`src/rtl/lecm_pkg.sv`:
```
`timescale 1ns / 1ps
// ----------------------------------------------------------------------------
// lecm_pkg
// Shared types, key codes and the fixed command name table of the line editor.
// ----------------------------------------------------------------------------
package lecm_pkg;

    localparam logic [7:0] KEY_ENTER  = 8'h0D;
    localparam logic [7:0] KEY_DELETE = 8'h7F;

    localparam int TABLE_ROWS = 8;
    localparam int ROW_W      = 3;
    localparam int NAME_W     = 5;   // stored name length
    localparam int LEN_W      = 6;   // effective length, holds up to 63
    localparam int COL_W      = 5;   // character position within a name

    typedef enum logic [2:0] {
        S_IDLE,
        S_ROW,
        S_READ,
        S_CMP,
        S_DONE
    } t_state;

    typedef struct packed {
        logic edit;       // apply a plain character or delete, load its result
        logic start;      // line end taken: restart the table walk
        logic row_next;
        logic col_clear;
        logic col_next;
        logic rd_en;
        logic set_hit;
        logic load_line;  // load the line result and empty the line
    } t_ctrl_cmd;

    typedef struct packed {
        logic is_enter;
        logic row_end;
        logic row_short;
        logic char_eq;
        logic char_last;
        logic out_free;
    } t_dp_sts;

    function automatic logic [NAME_W-1:0] f_name_len(input logic [ROW_W-1:0] row);
        logic [NAME_W-1:0] len;
        unique case (row)
            3'd0:    len = 5'd5;
            3'd1:    len = 5'd4;
            3'd2:    len = 5'd4;
            3'd3:    len = 5'd10;
            3'd4:    len = 5'd5;
            3'd5:    len = 5'd8;
            3'd6:    len = 5'd7;
            3'd7:    len = 5'd9;
            default: len = 5'd0;
        endcase
        return len;
    endfunction

    // Names are right aligned in the vector, first character highest.
    function automatic logic [7:0] f_name_char(input logic [ROW_W-1:0] row,
                                               input logic [COL_W-1:0] col);
        logic [255:0]      name;
        logic [COL_W-1:0]  pos;
        unique case (row)
            3'd0:    name = 256'("start");
            3'd1:    name = 256'("stop");
            3'd2:    name = 256'("test");
            3'd3:    name = 256'("toggleDHCP");
            3'd4:    name = 256'("clear");
            3'd5:    name = 256'("changeIP");
            3'd6:    name = 256'("connect");
            3'd7:    name = 256'("getStatus");
            default: name = '0;
        endcase
        pos = f_name_len(row) - 5'd1 - col;
        return name[{pos, 3'b000} +: 8];
    endfunction

endpackage

```
`src/rtl/lecm_ctrl.sv`:
```
`timescale 1ns / 1ps
// ----------------------------------------------------------------------------
// lecm_ctrl
// Controller: takes requests and sequences the command table walk.
// ----------------------------------------------------------------------------
module lecm_ctrl
    import lecm_pkg::*;
(
    input  logic      i_clk,
    input  logic      i_rst_n,
    input  logic      i_in_valid,
    input  t_dp_sts   i_sts,
    output logic      o_in_stall,
    output t_ctrl_cmd o_cmd
);

    t_state r_state;
    t_state n_state;
    logic   accept;

    assign o_in_stall = !((r_state == S_IDLE) && i_sts.out_free);
    assign accept     = i_in_valid && !o_in_stall;

    always_ff @(posedge i_clk) begin
        if (!i_rst_n) begin
            r_state <= S_IDLE;
        end else begin
            r_state <= n_state;
        end
    end

    always_comb begin
        n_state = r_state;
        unique case (r_state)
            S_IDLE: begin
                if (accept && i_sts.is_enter) begin
                    n_state = S_ROW;
                end
            end
            S_ROW: begin
                if (i_sts.row_end) begin
                    n_state = S_DONE;
                end else if (!i_sts.row_short) begin
                    n_state = S_READ;
                end
            end
            S_READ: n_state = S_CMP;
            S_CMP: begin
                if (!i_sts.char_eq) begin
                    n_state = S_ROW;
                end else if (i_sts.char_last) begin
                    n_state = S_DONE;
                end else begin
                    n_state = S_READ;
                end
            end
            S_DONE: begin
                if (i_sts.out_free) begin
                    n_state = S_IDLE;
                end
            end
            default: n_state = S_IDLE;
        endcase
    end

    always_comb begin
        o_cmd = '0;
        unique case (r_state)
            S_IDLE: begin
                o_cmd.edit  = accept && !i_sts.is_enter;
                o_cmd.start = accept && i_sts.is_enter;
            end
            S_ROW: begin
                if (!i_sts.row_end) begin
                    o_cmd.row_next  = i_sts.row_short;
                    o_cmd.col_clear = !i_sts.row_short;
                end
            end
            S_READ: o_cmd.rd_en = 1'b1;
            S_CMP: begin
                o_cmd.row_next = !i_sts.char_eq;
                o_cmd.set_hit  = i_sts.char_eq && i_sts.char_last;
                o_cmd.col_next = i_sts.char_eq && !i_sts.char_last;
            end
            S_DONE: o_cmd.load_line = i_sts.out_free;
            default: o_cmd = '0;
        endcase
    end

endmodule

```
`src/rtl/lecm_dp.sv`:
```
`timescale 1ns / 1ps
// ----------------------------------------------------------------------------
// lecm_dp
// Datapath: line buffer memory, character count, name compare, result register.
// ----------------------------------------------------------------------------
module lecm_dp
    import lecm_pkg::*;
#(
    parameter int LINE_LEN     = 64,
    parameter int NUM_COMMANDS = 8,
    parameter int NAME_LEN     = 16
) (
    input  logic            i_clk,
    input  logic            i_rst_n,
    input  logic [7:0]      i_rx_char,
    input  logic            i_out_stall,
    input  t_ctrl_cmd       i_cmd,
    output t_dp_sts         o_sts,
    output logic            o_out_valid,
    output logic [7:0]      o_echo_char,
    output logic            o_line_done,
    output logic            o_matched,
    output logic [ROW_W-1:0] o_command_index
);

    localparam int CW        = $clog2(LINE_LEN + 1);
    localparam int AW        = $clog2(LINE_LEN);
    localparam int CMPW      = (CW > LEN_W) ? CW : LEN_W;
    localparam int ROW_LIMIT = (NUM_COMMANDS > TABLE_ROWS) ? TABLE_ROWS : NUM_COMMANDS;

    logic [7:0]       mem [LINE_LEN];
    logic [7:0]       r_rd_data;
    logic [CW-1:0]    r_count;
    logic [CW-1:0]    n_count;
    logic [ROW_W:0]   r_row;
    logic [LEN_W-1:0] r_col;
    logic             r_hit;
    logic [7:0]       r_char;

    logic             r_out_valid;
    logic [7:0]       r_echo;
    logic             r_done;
    logic             r_match;
    logic [ROW_W-1:0] r_index;

    logic [NAME_W-1:0] name_len;
    logic [LEN_W-1:0]  eff_len;
    logic              is_delete;
    logic              wr_en;

    assign name_len  = f_name_len(r_row[ROW_W-1:0]);
    assign eff_len   = (LEN_W'(name_len) > LEN_W'(NAME_LEN)) ? LEN_W'(NAME_LEN)
                                                             : LEN_W'(name_len);
    assign is_delete = (i_rx_char == KEY_DELETE);
    assign wr_en     = i_cmd.edit && !is_delete && (r_count < CW'(LINE_LEN));

    assign o_sts.is_enter  = (i_rx_char == KEY_ENTER);
    assign o_sts.row_end   = (r_row >= (ROW_W + 1)'(ROW_LIMIT));
    assign o_sts.row_short = CMPW'(eff_len) > CMPW'(r_count);
    assign o_sts.char_eq   = (r_rd_data == f_name_char(r_row[ROW_W-1:0], r_col[COL_W-1:0]));
    assign o_sts.char_last = (r_col == eff_len - LEN_W'(1));
    assign o_sts.out_free  = !r_out_valid || !i_out_stall;

    always_ff @(posedge i_clk) begin
        if (wr_en) begin
            mem[AW'(r_count)] <= i_rx_char;
        end
        if (i_cmd.rd_en) begin
            r_rd_data <= mem[AW'(r_col)];
        end
    end

    always_comb begin
        n_count = r_count;
        if (i_cmd.load_line) begin
            n_count = '0;
        end else if (i_cmd.edit) begin
            if (is_delete) begin
                if (r_count != '0) begin
                    n_count = r_count - CW'(1);
                end
            end else if (wr_en) begin
                n_count = r_count + CW'(1);
            end
        end
    end

    always_ff @(posedge i_clk) begin
        if (!i_rst_n) begin
            r_count     <= '0;
            r_out_valid <= 1'b0;
        end else begin
            r_count <= n_count;
            if (i_cmd.edit || i_cmd.load_line) begin
                r_out_valid <= 1'b1;
            end else if (!i_out_stall) begin
                r_out_valid <= 1'b0;
            end
        end
    end

    // Walk counters and result payload
    always_ff @(posedge i_clk) begin
        if (i_cmd.start) begin
            r_row  <= '0;
            r_hit  <= 1'b0;
            r_char <= i_rx_char;
        end else if (i_cmd.row_next) begin
            r_row <= r_row + (ROW_W + 1)'(1);
        end
        if (i_cmd.set_hit) begin
            r_hit <= 1'b1;
        end
        if (i_cmd.col_clear) begin
            r_col <= '0;
        end else if (i_cmd.col_next) begin
            r_col <= r_col + LEN_W'(1);
        end

        if (i_cmd.edit) begin
            r_echo  <= i_rx_char;
            r_done  <= 1'b0;
            r_match <= 1'b0;
            r_index <= '0;
        end else if (i_cmd.load_line) begin
            r_echo  <= r_char;
            r_done  <= 1'b1;
            r_match <= r_hit;
            r_index <= r_hit ? r_row[ROW_W-1:0] : '0;
        end
    end

    assign o_out_valid     = r_out_valid;
    assign o_echo_char     = r_echo;
    assign o_line_done     = r_done;
    assign o_matched       = r_match;
    assign o_command_index = r_index;

endmodule

```
`src/rtl/line_edit_command_matcher.sv`:
```
`timescale 1ns / 1ps
// ----------------------------------------------------------------------------
// line_edit_command_matcher
// Terminal line editor with echo and prefix match against a command table.
// ----------------------------------------------------------------------------
// Every request yields one result that echoes the byte. A plain byte or a
// delete is taken and its result shows the next cycle. A carriage return
// starts a walk over the command table held in the package: each name row
// is tried in turn, an end of table step follows when no name matched, each
// compared character takes a line buffer memory read, then a compare, and
// the result is loaded last. A line such as "toggleDHCX" compares 18
// characters over all rows of the default table. No request is taken
// during the walk or while a result is held. The line is emptied when the
// line result is loaded.
module line_edit_command_matcher
    import lecm_pkg::*;
#(
    parameter int LINE_LEN     = 64,
    parameter int NUM_COMMANDS = 8,
    parameter int NAME_LEN     = 16
) (
    input  logic       i_clk,
    input  logic       i_rst_n,
    input  logic       i_in_valid,
    output logic       o_in_stall,
    input  logic [7:0] i_rx_char,
    output logic       o_out_valid,
    input  logic       i_out_stall,
    output logic [7:0] o_echo_char,
    output logic       o_line_done,
    output logic       o_matched,
    output logic [2:0] o_command_index
);

    t_ctrl_cmd cmd;
    t_dp_sts   sts;

    lecm_ctrl u_ctrl (
        .i_clk      (i_clk),
        .i_rst_n    (i_rst_n),
        .i_in_valid (i_in_valid),
        .i_sts      (sts),
        .o_in_stall (o_in_stall),
        .o_cmd      (cmd)
    );

    lecm_dp #(
        .LINE_LEN     (LINE_LEN),
        .NUM_COMMANDS (NUM_COMMANDS),
        .NAME_LEN     (NAME_LEN)
    ) u_dp (
        .i_clk           (i_clk),
        .i_rst_n         (i_rst_n),
        .i_rx_char       (i_rx_char),
        .i_out_stall     (i_out_stall),
        .i_cmd           (cmd),
        .o_sts           (sts),
        .o_out_valid     (o_out_valid),
        .o_echo_char     (o_echo_char),
        .o_line_done     (o_line_done),
        .o_matched       (o_matched),
        .o_command_index (o_command_index)
    );

    // A held result must block new requests.
    a_no_overrun: assert property (@(posedge i_clk) disable iff (!i_rst_n)
        (o_out_valid && i_out_stall) |-> o_in_stall)
        else $error("request taken while result held");

    a_match_needs_done: assert property (@(posedge i_clk) disable iff (!i_rst_n)
        (o_out_valid && o_matched) |-> o_line_done)
        else $error("match flagged without line end");

    a_idle_fields: assert property (@(posedge i_clk) disable iff (!i_rst_n)
        (o_out_valid && !o_line_done) |-> (!o_matched && o_command_index == 3'd0))
        else $error("index set on a non line end");

    a_plain_one_cycle: assert property (@(posedge i_clk) disable iff (!i_rst_n)
        (i_in_valid && !o_in_stall && i_rx_char != KEY_ENTER) |=>
            (o_out_valid && o_echo_char == $past(i_rx_char)))
        else $error("plain byte result missing");

endmodule
```
`config.mk`:
```
export PLATFORM = sky130hd
export DESIGN_NAME = line_edit_command_matcher
export DESIGN_NICKNAME = d
export VERILOG_FILES = /design/src/rtl/lecm_pkg.sv /design/src/rtl/lecm_ctrl.sv /design/src/rtl/lecm_dp.sv /design/src/rtl/line_edit_command_matcher.sv
export SDC_FILE = /design/constraint.sdc
export NUM_CORES = 1
export LEC_CHECK = 0
export BUFFER_PORTS_ARGS = -buffer_cell sky130_fd_sc_hd__buf_4
export CORE_MARGIN = 2
export CORE_UTILIZATION = 57
export DETAILED_ROUTE_END_ITERATION = 6
export MAX_ROUTING_LAYER = met4
export PLACE_DENSITY = 0.76
export SLEW_MARGIN = 20
export SYNTH_ARGS = -nofsm -noshare
export SYNTH_HDL_FRONTEND = slang
export SYNTH_SLANG_ARGS = --single-unit
```
`constraint.sdc`:
```
create_clock -name i_clk -period 4.7 [get_ports i_clk]
set_clock_uncertainty 0.15 [all_clocks]
set_input_delay 0.235 -clock i_clk [delete_from_list [all_inputs] [get_ports i_clk]]
set_output_delay 0.235 -clock i_clk [all_outputs]
set_load 0.05 [all_outputs]
```
* Yosys cells after proc, flatten, opt, wreduce, memory -nomap -nowiden
Memory sizes are Yosys's and may differ from the RTL's. A register that Yosys moved wholly into a read port is not among the register bits.
Cells that the tools add are included.
** Word-level totals
- Register bits :: 43
- RAM bits :: 512
- ROM bits :: 520
- Input bits :: 12
- Output and inout bits :: 15
- Logic and storage cells :: 98
- Memories kept :: 4
** Operators by class
- Add/subtract/negate cells :: 7
- $lt $le $gt $ge :: 4
- Equality and inequality tests :: 13
- Shift operators :: 1
- Mux-type cells :: 32
- Bitwise operators :: 1
- Reductions and logical operators :: 25
** Memories
- u_dp.mem :: depth 64, width 8, rd ports 1, clocked after memory_dff 1, write ports 1, RTL line lecm_dp.sv:31 : logic [7:0] mem [LINE_LEN];
- (no name shown) :: depth 8, width 57, rd ports 1, clocked after memory_dff 1, write ports 0, RTL line lecm_pkg.sv:66 : unique case (row)
- (no name shown) :: depth 8, width 4, rd ports 1, clocked after memory_dff 1, write ports 0, RTL line lecm_pkg.sv:47 : unique case (row)
- (no name shown) :: depth 8, width 4, rd ports 1, clocked after memory_dff 1, write ports 0, RTL line lecm_pkg.sv:47
** Operator list (count)
- 256-bit by 9-bit variable part select with 8-bit output :: 1
- 3-bit two-way mux :: 13
- 7-bit two-way mux :: 3
- 8-bit two-way mux :: 2
- 3-bit case mux with 5 select lines :: 1
- 1-bit two-way mux :: 9
- 8-bit by 4-bit equality test with 1-bit output (second input constant) :: 1
- 8-bit by 7-bit equality test with 1-bit output (second input constant) :: 1
- 8-bit equality test :: 1
- 1-bit logical AND :: 8
- 1-bit zero test :: 8
- 7-bit by 1-bit adder with 7-bit output (second input constant) :: 1
- 6-bit by 7-bit > comparator with 1-bit output :: 1
- 7-bit < comparator (second input constant) :: 1
- 7-bit nonzero test :: 1
- 7-bit by 1-bit subtractor with 7-bit output (second input constant) :: 1
- 6-bit by 1-bit adder with 6-bit output (second input constant) :: 1
- 3-bit by 2-bit equality test with 1-bit output (second input constant) :: 2
- 6-bit equality test :: 1
- 3-bit AND reduction :: 2
- 6-bit by 1-bit subtractor with 6-bit output (second input constant) :: 1
- 5-bit > comparator (second input constant) :: 1
- 5-bit two-way mux :: 1
- 5-bit by 1-bit subtractor with 5-bit output (second input constant) :: 1
- 15 further kinds :: 20

* Depth between registers and ports, before layout
- Depth after elaboration :: 10
- Mapped depth :: 22
- Depth with buffers taken out :: 17

* Hierarchy
A second synthesis with hierarchy kept.
** Unflattened totals
- Cells, all modules :: 1237
- Area, all modules :: 23892.9 µm²
** By module, submodules not included
- lecm_dp :: instances 1, cells each 1200, area each 23620.2 µm², sequential area each 17256.6 µm²
- lecm_ctrl :: instances 1, cells each 37, area each 272.8 µm², sequential area each 60.1 µm²

* Least setup slack after synthesis
Ideal clock, no wire load.
- Path type :: register -> register
- Start :: reg u_dp.r_col[0]
- End :: reg with a tool-made name
- Setup time :: 0.123 ns
- Data arrival time :: 4.761 ns
- Required time :: 4.427 ns
- Setup slack :: -0.335 ns
- Stages on the path, launching flop included :: 23
- Buffers on the path :: 5
- Clock period less this slack :: 5.035 ns
- Cells stage by stage :: dfxtp_1 clkbuf_1 clkbuf_1 buf_1 inv_1 ha_1 inv_1 fa_1 buf_2 nor3b_1 a21oi_1 o21a_1 a211oi_1 xnor2_1 o2111ai_1 o31ai_1 nand2_1 mux2_4 buf_6 inv_1 ha_1 inv_1 or2_2
** RTL lines
- start: declaration :: RTL line lecm_dp.sv:36 : logic [LEN_W-1:0] r_col;
- start signal: assignment :: RTL line lecm_dp.sv:117 : r_col <= r_col + LEN_W'(1);

==> out/qor.txt <==
status: finished clean
total power: 10.65 mW
fin worst setup slack: 286.4 ps
Die Area: 43970 µm²
post-placement cell area: 24980 µm²
clk slew on worst S/H paths: 60 ps
dpl hpwl: 31470 µm
# DRC: 0
Worst Hold Class: input pin to flip-flop
vias in the first global route: 12065
CTS tree: done
Rows: 75
Buffers on Ports: 26
Setup Buffers After CTS: 0
Critical Path Sink Type: flip-flop
TritonRoute pass-1 iters: 6
Worst slew margin: 36.44%
RD Place Congestion: 0.8578
most frequent cells in the layout: edfxtp_1, mux4_2, nor2_1
endpoints failing hold: 0
CORE AREA: 41850 µm²
pwr dens: 395.9 nW/µm²
worst slack, placed: 255.9 ps
Crit Path Class: flip-flop to flip-flop
Die Ht: 209.7 µm
post-synth net total: 1286
Filler cells: 2772
Max Fclk: 226.6 MHz
Die Wd: 209.7 µm
largest net degree at the start of global routing: 133
CP required: 5040 ps
aggregate global routing overflow: 0
CTS Root Cell: clkbuf_16
H-tree levels: 2
mean post-synth cell area: 19.32 µm²
critical path fanouts, max: 10
Post-synth EDFFs: 536
Area Growth Syn to Fin: 11.52%
Synth Area in Adders: 1.411%
most common cell after layout, fill and taps aside: edfxtp_1
mux share of post-synthesis cell area: 18.02%
XOR/XNOR Fraction of Synth Area: 0.5136%
Async SR Flop Fraction: 0%
post-route ant nets: 0
Setup violations, final: 0
Sink Count: 597
#FFs+latches synth: 597
wire length of the first global-routing pass: 77560 µm
Skew-Pair Late Insertion Delay: 610 ps
Slew Viols, Final: 0
WL/cell: 27.43 µm
post-synth cell types: 59
share of cells above drive strength 1: 26.05%
fin crit share: 93.91%
worst endpoint data arrival time: 4750 ps
top_reg_cell synth: edfxtp_1
Vias/cell: 6.419
clock tree buffer depth: 3
clock buffer count from CTS: 56
largest family of logic cells by synthesized area: multiplexers
IO Count: 27
antenna violations before repair: 2
Setup TNS Final: 0 ps
sequential share of the synthesized area: 71.81%
simple-gate share of the synthesized area: 4.571%
Synth warnings: 0
total track usage: 25.01%
Max VDD drop: 0.0003231 V
CP startpoint kind: flip-flop
via count: 12138
post-route design area: 26890 µm²
Slew @ Worst Pin: 953.4 ps
Synth Cell Area: 24120 µm²
compound-cell area share of the yosys netlist: 2.075%
starting density of the core: 57.62%
P_leak: 8.838 nW
Post-Synthesis Cells: 1248
fin crit period: 4414 ps
drt total wl: 51870 µm
max_cap viols: 0
final net count: 1344
initial drt markers: 1443
## final timing paths
check	depth (start not counted)	slack (ps)	to	startpoint
hold reg to reg	2	320	u_dp.o_command_index[2]$_SDFFE_PP0P_	u_dp.r_hit$_SDFFE_PP1P_
setup reg to reg	18	290	flip-flop	u_dp.r_col[0]$_SDFFE_PP0P_
hold / removal	5	90	u_ctrl.r_state[1]$_SDFFE_PN0P_	i_in_valid
setup / recovery	18	290	flip-flop	u_dp.r_col[0]$_SDFFE_PP0P_
## cells in the mapped netlist (4+ instances only)
cell type / instances / share of area (%)
xnor2_1: 9 / 0.33
a211oi_1: 5 / 0.16
inv_1: 33 / 0.51
mux4_2: 173 / 16
edfxtp_1: 536 / 67
nor2b_1: 8 / 0.21
nor2_1: 100 / 1.6
nand4_1: 7 / 0.18
nor3_1: 6 / 0.12
dfxtp_1: 61 / 5.1
nor4_1: 5 / 0.13
mux2_2: 16 / 0.75
nor3b_1: 4 / 0.12
a21oi_1: 21 / 0.44
nand3_1: 22 / 0.46
buf_2: 6 / 0.12
or3_1: 6 / 0.16
mux2i_1: 21 / 0.87
nand2b_1: 9 / 0.23
a21o_1: 4 / 0.12
nand2_1: 36 / 0.56
o21ai_0: 16 / 0.33
o31ai_1: 6 / 0.19
and2_1: 8 / 0.21
clkbuf_1: 28 / 0.44
ha_1: 24 / 1.2
buf_1: 21 / 0.33
## registers in the layout, summed over array words and instances (netlist names), 3 cells and up, named ones only
| signal | cells |
|---|---|
| u_dp.o_command_index | 3 |
| u_dp.name_len | 3 |
| u_dp.r_char | 8 |
| u_dp.r_row | 4 |
| u_dp.r_col | 6 |
| u_dp.mem | 512 |
| u_dp.r_count | 7 |
| u_ctrl.r_state | 3 |
| u_dp.r_rd_data | 8 |
| u_dp.o_echo_char | 8 |
## cell type report
cell class,instances,area (µm²),share of cell area [%]
antenna,1,2.502,0.009305
sequential,597,17330,64.42
timing repair buffer,60,470.5,1.749
clock inverter,33,350.3,1.303
multi-input combinational,557,6444,23.96
inverter,34,127.6,0.4745
tap,539,674.4,2.508
clock buffer,70,1499,5.574
## where the power goes
part           leakage, nW  internal, mW  switching (mW)
clock                0.921          2.64            1.90
combinational         2.59        0.0833           0.197
sequential            5.32          5.81          0.0139
total                 8.84          8.53            2.11
## logic make-up (layout without fill, tap and decap cells)
family	after synthesis	in the layout
XOR/XNOR	12	12
flip-flops	597	597
AND/OR/NAND/NOR	228	228
multiplexers	214	214
adder cells (fa/ha/maj)	26	26
AO/OA/AOI/OAI	77	77
buffers and inverters	94	197
other	0	1
## routing by layer
metal | GRT usage (%) | wire length [µm] | up-vias
li1 | - | - | 5178
met1 | 34.53 | 20690 | 6306
met2 | 39.63 | 25980 | 561
met3 | 3.412 | 3814 | 93
met4 | 7.777 | 1379 | 0
met5 | - | 0 | -
## worst max-delay path: stages (launching register included)
cell and delay [ps]:
dfxtp_4 340, inv_1 90, ha_1 180, inv_1 60
fa_1 430, buf_4 190, xor2_4 280, nor3b_1 100
a311o_1 350, a21oi_1 190, nand4b_1 140, o2111ai_1 200
o31ai_2 340, nand2_1 200, mux2_4 250, inv_1 80
ha_1 360, inv_1 100, or2_2 300
## timing repair
action,in CTS,in global routing
gates resized for setup,0,5
hold buffers,3,0
hold endpoints to repair,27,0
endpoints found under the setup margin,0,14
## metrics by stage
stage | cells | hold slack (ps) | util, %
2_1_floorplan | 1248 | 183.9 | -
3_3_place_gp | 1784 | 296.2 | 59.69
3_5_place_dp | 1784 | 308.7 | 59.69
4_1_cts | 1890 | 43.47 | 64.18
5_1_grt | 1891 | 122.5 | 64.26
6_report | 1891 | 89.23 | 64.26
Power figures use the tool's default switching activity.
